==> config.mk <==
export PLATFORM = sky130hd
export DESIGN_NAME = flp_ram
export DESIGN_NICKNAME = d
export VERILOG_FILES = /design/src/hw/rtl/flp_ram.sv
export SDC_FILE = /design/constraint.sdc
export NUM_CORES = 1
export LEC_CHECK = 0
export BUFFER_PORTS_ARGS = -buffer_cell sky130_fd_sc_hd__buf_2
export CORE_MARGIN = 2
export CORE_UTILIZATION = 60
export CTS_BUF_LIST = sky130_fd_sc_hd__clkbuf_8
export DETAILED_ROUTE_END_ITERATION = 12
export PLACE_DENSITY = 0.89
export REMOVE_ABC_BUFFERS = 1
export SLEW_MARGIN = 15
export SYNTH_ARGS = -nofsm -noshare
export SYNTH_HDL_FRONTEND = slang
export SYNTH_SLANG_ARGS = --single-unit
==> constraint.sdc <==
create_clock -name i_clk -period 3.45 [get_ports i_clk]
set_input_delay 0.1725 -clock i_clk [delete_from_list [all_inputs] [get_ports i_clk]]
set_output_delay 0.1725 -clock i_clk [all_outputs]
set_load 0.01 [all_outputs]
==> src/hw/rtl/flp_ram.sv <==
module flp_ram #(
    parameter int WIDTH = 8,
    parameter int DEPTH = 16
) (
    input  logic                             i_clk,
    input  logic                             i_we,
    input  logic [$clog2(DEPTH)-1:0]         i_waddr,
    input  logic [WIDTH-1:0]                 i_wdata,
    input  logic [$clog2(DEPTH)-1:0]         i_raddr,
    output logic [WIDTH-1:0]                 o_rdata
);

    logic [WIDTH-1:0] r_mem [DEPTH];
    logic [WIDTH-1:0] r_rdata;

    // One write port and one registered read port.
    always_ff @(posedge i_clk) begin
        if (i_we) begin
            r_mem[i_waddr] <= i_wdata;
        end
        r_rdata <= r_mem[i_raddr];
    end

    assign o_rdata = r_rdata;

endmodule

Yosys cells after proc, flatten, opt, wreduce, memory -nomap -nowiden
Memory sizes are Yosys's and may differ from the RTL's. A register that Yosys moved wholly into a read port is not among the register bits.
Cells that the tools add are included.
{"block": "word_totals", "regBits": 0, "mem_bits_rw": 128, "inputBits": 18, "out_inout_bits": 8, "word_cells": 3, "n_memories": 1}
{"block": "classes", "n_mux": 2}
{"name": "r_mem", "depth": 16, "width": 8, "rd": 1, "rd_ports_with_merged_regs": 1, "write_ports": 1, "line": "13", "source": "logic [WIDTH-1:0] r_mem [DEPTH];"}
{"operator": "$mux 1", "n": 2}

Depth between registers and ports, before layout
{"block": "logic_depth", "depth_word": 2, "mapped_depth": 5, "depth_no_buf": 3}

Worst setup path after synthesis
No wires, ideal clock.
{"block": "synth_timing", "path_kind": "in2reg", "from": "input port i_waddr[2]", "to": "memory r_mem[0][0], enable pin", "setup_time_ps": 383, "arrival_time_ps": 1282, "t_required_ps": 3067, "slack_ps": 1785, "path_stages": 2, "n_path_buf": 0, "path_cell_list": "or3b_2 > nor3_1"}
{"element": "from (decl)", "line": "7", "source": "input logic [$clog2(DEPTH)-1:0] i_waddr,"}
{"element": "to (decl)", "line": "13"}
Straight into the memory's write port.

==> key figures <==
Status
  – Status: finished, final reports clean

Place
  – Placed insts: 354
  – Buffers on Ports: 25
  – Routability Congestion: 0.759
  – DP HPWL: 6030 microns

Timing
  – Worst-margin pin slew: 0.928 ns
  – Count of pins over their slew limit: 0
  – Post-layout minimum cycle time: 1.64 ns
  – Setup TNS: 0 ns
  – Crit share post-route: 47.6%
  – Skew final: 0.00856 ns
  – Final setup fails: 0
  – Fmax: 0.609 GHz
  – Rel. slew slack: 37.9%
  – Hold slack: 0.108 ns
  – RSZ-0062 raised after global routing: false
  – Final hold vios: 0

CTS
  – CTS resizes: 0
  – CTS Buf Count: 17
  – Post-CTS Setup Bufs: 0
  – CTS root buf: clkbuf_8
  – CTS tree: done
  – Reg clk slew, reported paths: 0.08 ns
  – Worst-Skew Late Latency: 0.43 ns
  – Sink Count: 136
  – CTS max path bufs: 2
  – CTS H-tree depth: 4
  – Cts hold-fix bufs: 0

Logic synthesis
  – Count of flip-flops with a built-in enable after synthesis: 128
  – Synth Flop Type: edfxtp_1
  – Syn. warnings: 0
  – #FFs+latches synth: 136
  – Mapped Cells: 229
  – Post-synthesis async set-or-reset flop share: 0%
  – Synth top area cells: edfxtp_1 75%, mux4_2 7.9%, mux4_1 7.1%
  – Synth cell types: 19
  – Post-synth top area cell: edfxtp_1
  – Avg Cell Area, Syn: 22.5 sq um
  – Top cell type's share of synthesized area: 74.7%
  – Mapped Area: 5150 sq um
  – Sequential element share of the synthesized area: 77.8%

GRT
  – Global-route wire length before repair: 14200 microns
  – Initial antenna violation count: 1
  – Vias in the first global route: 2461
  – Global route overflow: 0
  – Largest net degree at the start of global routing: 33
  – Total track usage: 21.4%

Drt
  – Via/cell ratio: 6.19
  – Final antenna-violating net count: 0
  – DRC viols: 0
  – Vias: 2396
  – DR iter-0 viols: 158
  – Drt total wl: 9220 microns
  – Routed WL per cell: 23.8 microns
  – First-pass iteration count of the detailed router: 5

Pwr
  – Leak: 0.00193 uW
  – Total power: 3420 uW
  – Max VDD drop: 0.000344 V
  – PwrDens: 590 nW/um^2

Setup path
  – Peak fanout along the critical path: 23
  – Worst setup path startpoint: i_raddr[0]
  – CP Launch Type: input pin
  – Setup CP Type: input pin to flop
  – Flop2flop setup slack: 2.08 ns
  – Worst Path Arrival: 1.96 ns
  – Reg-to-reg startpoint: r_mem[0][3]
  – CP endpoint kind: flop
  – CP required: 3.77 ns

Die
  – Die W: 96.6 microns
  – Initial core utilization: 62.3%
  – Core footprint: 8260 sq um
  – Die area: 9340 sq um
  – Ports: 26
  – Die height: 96.6 microns
  – # rows: 33

Finish
  – Share of post-route cells with drive strength above 1: 28.1%
  – Final Util: 70.2%
  – Most common cell after layout, fill and taps aside: edfxtp_1
  – Commonest non-fill, non-tap cells in the layout: 128 x edfxtp_1, 25 x buf_2, 18 x mux4_2, 17 x clkbuf_8, 16 x a22oi_1
  – Final Non-Filler Cells: 387
  – Fill cells: 503
  – Area Overhead vs Synth: 12.5%
  – Fin nets: 286

Hold path
  – HP Start: i_wdata[4]
  – Tightest Hold Check Type: input pin to flop

Flow run
  – # Max-Cap Violations: 0
## cell usage after synthesis (3+ instances only)
cell / instances
mux4_2: 18
nand2_1: 9
clkdlybuf4s25_2: 3
edfxtp_1: 128
nor3_1: 4
dfxtp_1: 8
mux4_1: 14
buf_6: 3
a22oi_1: 16
buf_2: 3
nor2_1: 13
## cells by family after synthesis
group	share of synthesized area (%)
DFF	77.8
and+or+nand+nor	3.18
muxes	15.0
AOI/OAI and AO/OA	2.33
buffers and inverters	1.68
## worst max-delay path, cell delays in order
cell,delay [ns]
buf_2,0.56
buf_4,0.36
mux4_1,0.59
a22oi_1,0.20
nand2_1,0.06
## registers in the layout, summed over array words and instances, names as in the netlist
| signal | flops |
|---|---|
| r_mem | 128 |
| o_rdata | 8 |
## layout make-up
| class | count | area, sq um | share of cell area, % |
|---|---|---|---|
| multi-input combinational | 83 | 1060 | 18.3 |
| tap | 105 | 131 | 2.27 |
| clock inverter | 15 | 201 | 3.48 |
| clock buffer | 17 | 234 | 4.04 |
| sequential | 136 | 4000 | 69.1 |
| antenna | 1 | 2.50 | 0.0432 |
| timing repair buffer | 30 | 163 | 2.81 |
## where the power goes
group          total, uW  switching, uW  internal, uW
clock network       1400            614           790
logic                159           92.2          67.2
registers           1860           11.0          1840
total               3420            717          2700
## metal layers
| layer | vias up | global-route usage, % | wire length (microns) |
|---|---|---|---|
| met5 | - | 0 | 0 |
| met4 | 0 | 7.80 | 159 |
| met3 | 15 | 7.37 | 507 |
| met2 | 79 | 32.9 | 4730 |
| met1 | 1249 | 29.0 | 3820 |
| li1 | 1053 | - | - |
## path summary, 6_finish.rpt
| check | to | cells after the start |
|---|---|---|
| max | o_rdata[4] | 5 |
| min | r_mem[8][4] | 1 |
| max reg2reg | o_rdata[3] | 3 |
| min reg2reg | o_rdata[4] | 3 |
## stage by stage
stage	worst slack, ns	area, sq um
after detailed placement	1.36	5360
after floorplan	1.78	5060
after global placement	1.37	5360
after CTS	1.81	5790
final	1.81	5790
after global routing	1.69	5790
No activity file was read; power rests on OpenSTA's default activity.
